`config.mk`:
```
export PLATFORM = sky130hd
export DESIGN_NAME = gapp_ctrl
export DESIGN_NICKNAME = d
export VERILOG_FILES = /design/src/hw/rtl/grid_astar_path_planner_top_defines.svh /design/src/hw/rtl/gapp_pkg.sv /design/src/hw/rtl/gapp_ctrl.sv
export SDC_FILE = /design/constraint.sdc
export NUM_CORES = 1
export LEC_CHECK = 0
export ABC_AREA = 1
export BUFFER_PORTS_ARGS = -buffer_cell sky130_fd_sc_hd__buf_2
export CAP_MARGIN = 10
export CORE_ASPECT_RATIO = 0.5
export CORE_MARGIN = 2
export CORE_UTILIZATION = 35
export CTS_CLUSTER_DIAMETER = 120
export DETAILED_ROUTE_END_ITERATION = 8
export GPL_TIMING_DRIVEN = 0
export PLACE_DENSITY_LB_ADDON = 0.12
export RECOVER_POWER = 100
export SLEW_MARGIN = 20
export SYNTH_ARGS = -nofsm -noshare
export SYNTH_HDL_FRONTEND = slang
export SYNTH_SLANG_ARGS = --single-unit
```
`constraint.sdc`:
```
create_clock -name clk -period 1.25 [get_ports clk]
set_clock_uncertainty 0.05 [all_clocks]
set_input_delay 0.0625 -clock clk [delete_from_list [all_inputs] [get_ports clk]]
set_output_delay 0.0625 -clock clk [all_outputs]
set_load 0.02 [all_outputs]
```
`src/hw/rtl/grid_astar_path_planner_top_defines.svh`:
```
// Assertion macros for the grid A* planner.
`ifndef GRID_ASTAR_PATH_PLANNER_TOP_DEFINES_SVH
`define GRID_ASTAR_PATH_PLANNER_TOP_DEFINES_SVH
`ifndef SYNTH
`define GAPP_ASSERT(name, expr) \
  name: assert property (@(posedge clk) disable iff (rst) (expr)) \
    else $error("assertion failed");
`define GAPP_ASSERT_NEXT(name, cond, expr) \
  name: assert property (@(posedge clk) disable iff (rst) (cond) |=> (expr)) \
    else $error("assertion failed");
`else
`define GAPP_ASSERT(name, expr)
`define GAPP_ASSERT_NEXT(name, cond, expr)
`endif
`endif

```
`src/hw/rtl/gapp_pkg.sv`:
```
package gapp_pkg;

  localparam int MAX_ROWS           = 8;
  localparam int MAX_COLS           = 8;
  localparam int NCELLS             = MAX_ROWS * MAX_COLS;
  localparam int CELL_W             = 6;
  localparam int COST_W             = 16;
  localparam int COST_FRAC_BITS     = 8;
  localparam int FRONTIER_DEPTH_DEF = 1024;

  localparam logic signed [7:0] BLOCK_VALUE = 8'sd100;

  localparam logic [1:0] ST_PATH     = 2'd0;
  localparam logic [1:0] ST_NOPATH   = 2'd1;
  localparam logic [1:0] ST_BADARG   = 2'd2;
  localparam logic [1:0] ST_OVERFLOW = 2'd3;

  localparam logic CFG_ROWS = 1'b0;
  localparam logic CFG_COLS = 1'b1;

  localparam logic OP_LOAD = 1'b0;
  localparam logic OP_PLAN = 1'b1;

  localparam logic signed [1:0] STEP_DR [8] = '{2'sd1, -2'sd1, 2'sd0, 2'sd0,
                                                2'sd1, -2'sd1, -2'sd1, 2'sd1};
  localparam logic signed [1:0] STEP_DC [8] = '{2'sd0, 2'sd0, 2'sd1, -2'sd1,
                                                2'sd1, -2'sd1, 2'sd1, -2'sd1};

  typedef logic [COST_W-1:0] dist_tab_t [64];

  function automatic longint unsigned isqrt(longint unsigned v);
    longint unsigned res;
    longint unsigned bv;
    longint unsigned rem;
    res = 0;
    rem = v;
    bv  = 64'd1 << 62;
    while (bv > rem) bv = bv >> 2;
    while (bv != 0) begin
      if (rem >= res + bv) begin
        rem = rem - (res + bv);
        res = (res >> 1) + bv;
      end else begin
        res = res >> 1;
      end
      bv = bv >> 2;
    end
    return res;
  endfunction

  // Euclidean distance by |dr|,|dc| in fixed point, saturated
  function automatic dist_tab_t build_dist();
    dist_tab_t        t;
    longint unsigned  d;
    for (int a = 0; a < 8; a++) begin
      for (int b = 0; b < 8; b++) begin
        d = isqrt(longint'(a * a + b * b) << (2 * COST_FRAC_BITS));
        t[a * 8 + b] = (d > 64'hFFFF) ? '1 : COST_W'(d);
      end
    end
    return t;
  endfunction

  localparam dist_tab_t DIST_TAB = build_dist();

  typedef enum logic [3:0] {
    CMD_NONE, CMD_LOAD, CMD_INIT, CMD_SCAN_START, CMD_SCAN, CMD_POP_RD, CMD_POP_WR,
    CMD_CUR_RD, CMD_CUR_LATCH, CMD_NB_ISSUE, CMD_NB_EVAL, CMD_TRACE_START,
    CMD_TR_RD, CMD_TR_CHK, CMD_EMIT_RD, CMD_EMIT_OUT
  } dp_cmd_t;

  typedef struct packed {
    dp_cmd_t    op;
    logic       emit_status;
    logic [1:0] code;
  } cmd_t;

  typedef struct packed {
    logic plan_ok;
    logic count_zero;
    logic scan_done;
    logic is_goal;
    logic nb_inb;
    logic nb_last;
    logic overflow;
    logic goal_reached;
    logic trace_end;
    logic emit_last;
  } stat_t;

endpackage

```
`src/hw/rtl/gapp_ctrl.sv`:
```
module gapp_ctrl
  import gapp_pkg::*;
(
  input  logic  clk,
  input  logic  rst,
  input  logic  start,
  input  logic  op,
  input  stat_t stat,
  output cmd_t  cmd,
  output logic  busy
);

  typedef enum logic [14:0] {
    S_IDLE       = 15'b000000000000001,
    S_LOOP       = 15'b000000000000010,
    S_SCAN       = 15'b000000000000100,
    S_POP_RD     = 15'b000000000001000,
    S_POP_WR     = 15'b000000000010000,
    S_CUR_RD     = 15'b000000000100000,
    S_CUR_LATCH  = 15'b000000001000000,
    S_NB_ISSUE   = 15'b000000010000000,
    S_NB_EVAL    = 15'b000000100000000,
    S_SEARCH_END = 15'b000001000000000,
    S_TR_RD      = 15'b000010000000000,
    S_TR_CHK     = 15'b000100000000000,
    S_EMIT_RD    = 15'b001000000000000,
    S_EMIT_OUT   = 15'b010000000000000,
    S_SPARE      = 15'b100000000000000
  } state_t;

  state_t state, state_next;

  always_ff @(posedge clk) begin
    if (rst) begin
      state <= S_IDLE;
    end else begin
      state <= state_next;
    end
  end

  assign busy = (state != S_IDLE);

  always_comb begin
    state_next      = state;
    cmd.op          = CMD_NONE;
    cmd.emit_status = 1'b0;
    cmd.code        = ST_PATH;
    unique case (state)
      S_IDLE: begin
        if (start) begin
          if (op == OP_LOAD) begin
            cmd.op = CMD_LOAD;
          end else if (stat.plan_ok) begin
            cmd.op     = CMD_INIT;
            state_next = S_LOOP;
          end else begin
            cmd.emit_status = 1'b1;
            cmd.code        = ST_BADARG;
          end
        end
      end
      S_LOOP: begin
        if (stat.count_zero) begin
          state_next = S_SEARCH_END;
        end else begin
          cmd.op     = CMD_SCAN_START;
          state_next = S_SCAN;
        end
      end
      S_SCAN: begin
        cmd.op = CMD_SCAN;
        if (stat.scan_done) state_next = S_POP_RD;
      end
      S_POP_RD: begin
        cmd.op     = CMD_POP_RD;
        state_next = S_POP_WR;
      end
      S_POP_WR: begin
        cmd.op     = CMD_POP_WR;
        state_next = S_CUR_RD;
      end
      S_CUR_RD: begin
        if (stat.is_goal) begin
          state_next = S_SEARCH_END;
        end else begin
          cmd.op     = CMD_CUR_RD;
          state_next = S_CUR_LATCH;
        end
      end
      S_CUR_LATCH: begin
        cmd.op     = CMD_CUR_LATCH;
        state_next = S_NB_ISSUE;
      end
      S_NB_ISSUE: begin
        cmd.op = CMD_NB_ISSUE;
        if (stat.nb_inb) begin
          state_next = S_NB_EVAL;
        end else if (stat.nb_last) begin
          state_next = S_LOOP;
        end
      end
      S_NB_EVAL: begin
        cmd.op = CMD_NB_EVAL;
        if (stat.overflow) begin
          cmd.emit_status = 1'b1;
          cmd.code        = ST_OVERFLOW;
          state_next      = S_IDLE;
        end else if (stat.nb_last) begin
          state_next = S_LOOP;
        end else begin
          state_next = S_NB_ISSUE;
        end
      end
      S_SEARCH_END: begin
        if (stat.goal_reached) begin
          cmd.op     = CMD_TRACE_START;
          state_next = S_TR_RD;
        end else begin
          cmd.emit_status = 1'b1;
          cmd.code        = ST_NOPATH;
          state_next      = S_IDLE;
        end
      end
      S_TR_RD: begin
        cmd.op     = CMD_TR_RD;
        state_next = S_TR_CHK;
      end
      S_TR_CHK: begin
        cmd.op     = CMD_TR_CHK;
        state_next = stat.trace_end ? S_EMIT_RD : S_TR_RD;
      end
      S_EMIT_RD: begin
        cmd.op     = CMD_EMIT_RD;
        state_next = S_EMIT_OUT;
      end
      S_EMIT_OUT: begin
        cmd.op     = CMD_EMIT_OUT;
        state_next = stat.emit_last ? S_IDLE : S_EMIT_RD;
      end
      default: begin
        state_next = S_IDLE;
      end
    endcase
  end

endmodule

```
==> impl_metrics.yaml, run 1 <==
outcome:
  status: "finished with violations"
  violations: "negative setup slack"
yosys:
  yosysTopAreaCellShare: 0.241
  ys_top_cells_by_area: "dfxtp_1, inv_1, nor2_1"
  async_flop_share: 0
  synthFlopType: "dfxtp_1"
  syn_area_sq_um: 1160
  yosys.area.top_type: "dfxtp_1"
  synth_cell_types: 27
  avgSynthCellArea_sq_um: 6.14
  synth_edf_count: 0
  syn-num-nets: 203
  synth-seq-area-share: 0.241
  yosysWarnings: 0
  synth_seq_cells: 14
  synthCells: 189
worst_setup_path:
  critical_path_arrival_ps: 1670
  required_ps: 1140
  critPathMaxFanout: 5
  startpoint_type: "flip-flop"
  path_cells: "nor2_4 > nand2_4 > nor2_4 > buf_6 > o211ai_1 > nand3_1 > or2_4 > buf_6"
  end_kind: "output pin"
  crit_path_top_delay_cell: "dfxtp_2"
  critPathKind: "flip-flop to output pin"
  slowest_delay_ps: 330
final_layout:
  post-route-util: 0.614
  layout.nets: 259
  largestRegisters: "state x14"
  area_growth_pct: 63.0
  fin_area_sq_um: 1890
  diodes: 0
  final_cell_mix: "inv_1, nor2_1, buf_4, nand2_1, buf_6"
  top_register: "state"
  largest_reg_flops: 14
  layout_commonest_cell: "inv_1"
  drive_gt1_frac: 0.500
place:
  place_ws_ps: -308
  hpwl_mm: 2.50
  placed_cell_area_sq_um: 1410
  port_buffers: 21
  gp_congestion: 0.847
grt:
  grt_first_pass_wirelength_mm: 6.04
  grt_pass1_vias: 1299
  antenna_found_initial: 0
  grt_max_degree: 11
  grt-ovfl-total: 0
  grt.total_usage: 0.205
detailed_routing:
  num_vias: 1428
  viasPerCell: 5.03
  drcViolationCount: 0
  wirelength_mm: 3.76
  drtPass1Iterations: 5
  ant_nets: 0
  drt-initial-drc-count: 73
  drt-wirelength-per-cell_microns: 13.2
die:
  num_io_pins: 22
  dieArea_sq_um: 3820
  num_rows: 14
  core_sq_um: 3080
  fp.dieH_microns: 44.7
  die_w_microns: 85.5
  start_util: 0.377
run:
  maxCapViolations: 0
timing:
  fmax_mhz: 562
  worstMarginPinSlew_ps: 302
  postLayoutSetupSlackWorst_ps: -529
  max_slew_margin: 0.797
  setup_viol: 21
  grt_setup_unrepaired: "true"
  period_share: 1.42
  drv_slew: 0
  finalCriticalPeriod_ps: 1780
  hold_viol: 0
cts:
  cts.sinks: 14
  cts_buffer_depth: 2
  clkTransAtPathRegs_ps: 60
  root_buffer: "clkbuf_8"
  clock_latency_ps: 250
  htree_levels: 1
  cts_made_buffers: 3
  cts_tree: "built"
pwr:
  power_density_nw_per_um2: 1690
  peakVddDrop_mv: 0.815
  p_leak_nw: 1.04
min_path:
  hp-class: "input port to flip-flop"
[synthesized netlist by cell type (3+ instances only)]
library cell,instances
nand3_1,19
nand2_1,31
o211ai_1,3
o21ai_0,3
or2_2,3
nor2_1,36
nor2_2,7
inv_1,37
nand2_2,3
dfxtp_1,14
nand4_1,9
nor2_4,4
[final cells by class]
type | count | area [sq um]
plain buffers | 2 | 22.5
clock buffers | 4 | 55.1
fillers | 276 | 1190
inverters | 39 | 146
multi-input cells | 134 | 891
flip-flops and latches | 14 | 300
well taps | 40 | 50.0
repair buffers | 51 | 428
[timing repair]
action,4_1_cts,5_1_grt
pin swaps,18,15
buffers inserted,21,8
gates resized for setup,45,13
endpoints found under the hold margin,0,0
endpoints found under the setup margin,21,22
hold buffers,0,0
gates cloned,1,0
[report_power, final]
group	total, mW	internal [mW]	switching, mW
sequential	0.575	0.514	0.0614
combinational	2.17	1.04	1.13
clock	0.448	0.279	0.169
total	3.19	1.83	1.36
[worst max-delay path: cells and delay by family (launching register included)]
kind / cells / cell delay (ps)
and+or+nand+nor: 5 / 700
DFF: 1 / 330
buffers and inverters: 2 / 250
AOI/OAI and AO/OA: 1 / 130
[per-stage QoR]
| stage | TNS (ps) | hold slack, ps | instances | power, mW |
|---|---|---|---|---|
| final | -8350 | 15.4 | 284 | 3.19 |
| after global routing | -9890 | 23.9 | 284 | 3.37 |
| after CTS | -7080 | 10.8 | 276 | 2.87 |
| after detailed placement | -5100 | 269 | 250 | 1.89 |
| after global placement | -4790 | 270 | 250 | 1.87 |
| after floorplan | -795 | 77.4 | 189 | 1.58 |
[worst paths after layout]
path	startpoint	endpoint	slack, ps	cells after the start
worst max-delay path	state[6]	cmd[6]	-530	8
worst min-delay path	rst	state[12]	20	2
worst min register to register	state[13]	state[13]	530	3
worst max register to register	state[9]	state[0]	-500	13
[routing by layer]
layer | GRT usage | part of all wire
met5 | 0 | 0
met1 | 0.280 | 0.49
met2 | 0.342 | 0.45
met4 | 0.0444 | 0.017
met3 | 0.0402 | 0.034
[cells by family after synthesis]
logic type             after synthesis  synth area share
AO/OA/AOI/OAI                       12            0.0679
buffers and inverters               41             0.145
flip-flops                          14             0.241
AND/OR/NAND/NOR                    122             0.545
Power figures use the tool's default switching activity.
==> run 2, diff against run 1 <==
--- a/config.mk
+++ b/config.mk
@@ -6,7 +6,7 @@
 export NUM_CORES = 1
 export LEC_CHECK = 0
 export ABC_AREA = 1
-export BUFFER_PORTS_ARGS = -buffer_cell sky130_fd_sc_hd__buf_2
+export BUFFER_PORTS_ARGS = -buffer_cell sky130_fd_sc_hd__buf_4
 export CAP_MARGIN = 10
 export CORE_ASPECT_RATIO = 0.5
 export CORE_MARGIN = 2
@@ -14,6 +14,7 @@
 export CTS_CLUSTER_DIAMETER = 120
 export DETAILED_ROUTE_END_ITERATION = 8
 export GPL_TIMING_DRIVEN = 0
+export MAX_ROUTING_LAYER = met4
 export PLACE_DENSITY_LB_ADDON = 0.12
 export RECOVER_POWER = 100
 export SLEW_MARGIN = 20
==> run 2 against run 1 <==
  * Critical path depth did not move
  * Sequential share of layout area shrank 0.63 points
  * Via count fell by 1.9%
  * Sequential cell count stayed put
  * First-iteration DRC count up 41%
  * The flow still finishes with violations (negative setup slack)
  * Die area unchanged
  * Critical path type unchanged
  * Global-route usage is 0.46 points higher
  * Power increased by 3.9%
  * Clock-buffer cell count stayed put
  * Highest routed layer unchanged
  * Clock power about the same
  * Cell count did not move
  * Routed wire length grew 1.5%
==> impl_metrics.yaml, run 2 (synthesis results as in run 1) <==
timing:
  worstMarginPinSlew_ps: 321
  hold_viol: 0
  finalCriticalPeriod_ps: 1760
  postLayoutSetupSlackWorst_ps: -508
  period_share: 1.41
  drv_slew: 0
  fmax_mhz: 569
  tns_ps: -8360
  grt_setup_unrepaired: "true"
  setup_viol: 22
  max_slew_margin: 0.785
cts:
  htree_levels: 1
  clkTransAtPathRegs_ps: 60
  cts_tree: "built"
  cts.sinks: 14
  clock_latency_ps: 250
  cts_made_buffers: 3
  root_buffer: "clkbuf_8"
  cts_buffer_depth: 2
final_layout:
  stdcell_count: 284
  largestRegisters: "state x14"
  layout_commonest_cell: "inv_1"
  fill_cells: 250
  layout.nets: 259
  drive_gt1_frac: 0.533
  top_register: "state"
  largest_reg_flops: 14
  final_cell_mix: "inv_1, buf_4, nor2_1, buf_6, nand2_1"
  post-route-util: 0.647
  area_growth_pct: 71.9
  diodes: 0
detailed_routing:
  drcViolationCount: 0
  drt-initial-drc-count: 103
  drtPass1Iterations: 4
  viasPerCell: 4.93
  wirelength_mm: 3.82
  drt-wirelength-per-cell_microns: 13.4
  ant_nets: 0
  num_vias: 1401
place:
  hpwl_mm: 2.47
  dp.cells: 250
  gp_congestion: 0.855
  port_buffers: 21
pwr:
  power_density_nw_per_um2: 1660
  total_power_mw: 3.32
  p_leak_nw: 1.06
  peakVddDrop_mv: 0.878
outcome:
  violations: "negative setup slack"
  status: "finished with violations"
die:
  start_util: 0.377
  num_rows: 14
  core_sq_um: 3080
  fp.dieH_microns: 44.7
  dieArea_sq_um: 3820
  num_io_pins: 22
  die_w_microns: 85.5
grt:
  grt-ovfl-total: 0
  grt.total_usage: 0.209
  grt_pass1_vias: 1332
  grt_first_pass_wirelength_mm: 5.93
  antenna_found_initial: 0
  grt_max_degree: 11
worst_setup_path:
  startpoint_type: "flip-flop"
  end_kind: "output pin"
  critical_path_arrival_ps: 1650
  critPathMaxFanout: 5
  required_ps: 1140
  critPathKind: "flip-flop to output pin"
min_path:
  hp-class: "input port to flip-flop"
run:
  maxCapViolations: 0
==> run 2: changes by cell type in the layout (fill, tap and decap cells not counted), sizes merged <==
cell,change
buf,-2
nand4,+1
dlygate4sd3,+1
==> run 2: critical path, cell delays in order, from the launching register on <==
cell	delay, ps
dfxtp_2	330
nor2_4	140
nand2_4	90
nor2_4	180
buf_6	150
nand3_1	130
nor3b_1	180
nand2_2	70
buf_6	110
==> run 2: power breakdown <==
part	switching, mW	total, mW	internal [mW]	leakage [nW]
clock	0.172	0.451	0.279	0.0288
sequential	0.0608	0.570	0.510	0.120
combinational	1.16	2.30	1.14	0.910
total	1.39	3.32	1.93	1.06
==> run 2: cell type report <==
cell class / count / area, sq um / area share
Multi-Input combinational cell: 135 / 960 / 0.481
Timing Repair Buffer: 50 / 458 / 0.229
Sequential cell: 14 / 304 / 0.152
Inverter: 39 / 146 / 0.0734
Clock buffer: 4 / 55.1 / 0.0276
Tap cell: 40 / 50.0 / 0.0251
Buffer: 2 / 22.5 / 0.0113
==> run 2: layer usage <==
layer / GRT usage / vias up / wire, microns
met2: 0.355 / 42 / 1820
met4: 0.0540 / 0 / 53
li1: - / 715 / -
met3: 0.0439 / 9 / 263
met5: - / - / 0
met1: 0.261 / 635 / 1680
==> run 2: final timing paths <==
check            start        end  slack, ps  depth (start not counted)
max           state[7]     cmd[3]       -510                          8
min            stat[0]  state[12]         30                          4
max reg2reg  state[12]   state[0]       -440                         13
min reg2reg   state[0]   state[0]        460                          2
==> run 2: timing repair <==
action	4_1_cts	5_1_grt
pin swaps	22	19
hold endpoints to repair	4	0
resized for setup	39	27
gates cloned	3	0
endpoints found under the setup margin	21	22
hold buffers	1	0
setup buffers	20	8
==> run 2: through the flow <==
step | setup WS [ps] | cell area (sq um) | hold WS, ps
floorplan | -80.9 | 1260 | 77.4
global placement | -289 | 1470 | 231
detailed placement | -291 | 1470 | 233
CTS | -480 | 1860 | 37.6
global route | -574 | 2000 | 61.9
finish | -508 | 2000 | 27.7
==> run 3, diff against run 2 <==
--- a/config.mk
+++ b/config.mk
@@ -15,7 +15,7 @@
 export DETAILED_ROUTE_END_ITERATION = 8
 export GPL_TIMING_DRIVEN = 0
 export MAX_ROUTING_LAYER = met4
-export PLACE_DENSITY_LB_ADDON = 0.12
+export PLACE_DENSITY_LB_ADDON = 0.25
 export RECOVER_POWER = 100
 export SLEW_MARGIN = 20
 export SYNTH_ARGS = -nofsm -noshare
==> run 3 against run 2 <==
  * Critical path depth is 1 higher
  * Hold slack better by 23 ps
  * Sequential share of layout area increased by 0.55 points
  * Routed wire length is 12% higher
  * Power fell by 5.9%
  * The flow still finishes with violations (negative setup slack)
  * Die area unchanged
  * Non-clock buffer count decreased by 1
  * Largest cell class unchanged
  * Maximum frequency up 0.67%
  * Sequential cell count stayed put
  * Highest routed layer unchanged
  * Cell count shrank 0.70%
  * Via count increased by 6.1%
==> impl_metrics.yaml, run 3 (synthesis results as in run 1) <==
grt:
  grt-ovfl-total: 0
  grt_max_degree: 11
  grt_pass1_vias: 1272
  antenna_found_initial: 0
  grt.total_usage: 0.209
  grt_first_pass_wirelength_mm: 5.86
place:
  dp.cells: 250
  placed_cell_area_sq_um: 1470
  hpwl_mm: 2.42
  gp_congestion: 0.825
  place_ws_ps: -288
  port_buffers: 21
final_layout:
  final_cell_mix: "inv_1, buf_4, nor2_1, nand2_1, buf_6"
  diodes: 0
  drive_gt1_frac: 0.504
  largestRegisters: "state x14"
  layout_commonest_cell: "inv_1"
  area_growth_pct: 63.8
  top_register: "state"
  layout.nets: 257
  largest_reg_flops: 14
  fin_area_sq_um: 1900
  post-route-util: 0.617
  stdcell_count: 282
timing:
  max_slew_margin: 0.785
  grt_setup_unrepaired: "true"
  setup_viol: 22
  worstMarginPinSlew_ps: 321
  period_share: 1.40
  drv_slew: 0
  postLayoutSetupSlackWorst_ps: -496
  fmax_mhz: 573
  finalCriticalPeriod_ps: 1750
  hold_viol: 0
pwr:
  power_switching_mw: 1.38
  p_int_mw: 1.75
  p_clk_frac: 0.145
  peakVddDrop_mv: 0.743
  power_density_nw_per_um2: 1640
  p_leak_nw: 1.03
  pwr-share-comb: 0.670
  switching_share: 0.441
  sequentialPowerShare: 0.185
detailed_routing:
  num_vias: 1486
  drt-wirelength-per-cell_microns: 15.1
  drcViolationCount: 0
  drtPass1Iterations: 6
  wirelength_mm: 4.27
  drt-initial-drc-count: 70
  viasPerCell: 5.27
  ant_nets: 0
outcome:
  status: "finished with violations"
  violations: "negative setup slack"
worst_setup_path:
  critPathMaxFanout: 5
  required_ps: 1140
  critical_path_arrival_ps: 1630
  timing.rr.start: "state[0]"
  worstRegToRegCells: 10
  worstReg2RegEnd: "state[3]"
  startpoint_type: "flip-flop"
  end_kind: "output pin"
  reg2reg_slack_ps: -440
  critPathKind: "flip-flop to output pin"
die:
  die_w_microns: 85.5
  num_io_pins: 22
  start_util: 0.377
  num_rows: 14
  core_sq_um: 3080
  fp.dieH_microns: 44.7
  dieArea_sq_um: 3820
cts:
  clock_latency_ps: 250
  cts_buffer_depth: 2
  clkTransAtPathRegs_ps: 60
  cts_made_buffers: 3
  root_buffer: "clkbuf_8"
  htree_levels: 1
  cts_tree: "built"
  cts.sinks: 14
min_path:
  min_to: "state[12]"
  worstHoldPathCells: 4
  min_from: "stat[0]"
  hp-class: "input port to flip-flop"
run:
  maxCapViolations: 0
==> run 3: area by class of cell <==
cell class,count,area (sq um)
Multi-Input combinational cell,134,901
Sequential cell,14,300
Inverter,39,146
Fill cell,250,1180
Clock buffer,4,55.1
Buffer,2,22.5
Timing Repair Buffer,49,427
Tap cell,40,50.0
==> run 3: worst max path at each step <==
| stage | depth (start not counted) | from | slack, ps | endpoint |
|---|---|---|---|---|
| 6_report | 9 | state[0] | -500 | cmd[4] |
| 3_5_place_dp | 9 | state[7] | -290 | state[0] |
| 2_1_floorplan | 11 | state[10] | -80 | state[0] |
| 3_3_place_gp | 11 | state[13] | -290 | state[0] |
| 5_1_grt | 7 | state[12] | -580 | cmd[0] |
| 4_1_cts | 7 | state[1] | -460 | cmd[0] |
==> run 3: metal layers <==
metal	share of wire	vias to the layer above	routed length [microns]	track usage
met5	0	-	0	-
met1	0.38	688	1620	0.247
met2	0.50	74	2130	0.377
met3	0.079	20	336	0.0402
met4	0.042	0	178	0.0508
li1	-	704	-	-
==> run 3: critical path: stages (launching register included) <==
cell,delay [ps]
dfxtp_4,370
inv_2,30
nor2_1,80
nand2_1,90
nor2_4,170
nand2_4,120
nor4_2,220
nor2_1,100
nand2_2,80
buf_6,110
==> run 3: repair_timing <==
| action | CTS | global route |
|---|---|---|
| gates cloned | 1 | 0 |
| hold endpoints to repair | 4 | 0 |
| setup buffers | 21 | 7 |
| gates resized for setup | 35 | 15 |
| pin swaps | 24 | 10 |
| endpoints found under the setup margin | 21 | 22 |
| hold buffers | 1 | 0 |
==> run 3: power by group through the flow <==
| stage | Combinational (mW) | Sequential (mW) | Clock [mW] |
|---|---|---|---|
| after floorplan | 1.01 | 0.573 | 0 |
| after global placement | 1.33 | 0.578 | 0 |
| after detailed placement | 1.34 | 0.582 | 0 |
| after CTS | 1.80 | 0.574 | 0.461 |
| after global routing | 2.19 | 0.585 | 0.478 |
| final | 2.09 | 0.578 | 0.451 |
==> run 3: metrics by stage <==
stage	TNS [ps]	hold slack [ps]	total power, mW
after global placement	-4400	220	1.91
after detailed placement	-4430	221	1.92
after global routing	-10320	61.3	3.26
after CTS	-7240	36.2	2.83
after floorplan	-795	77.4	1.58
final	-8660	50.8	3.12
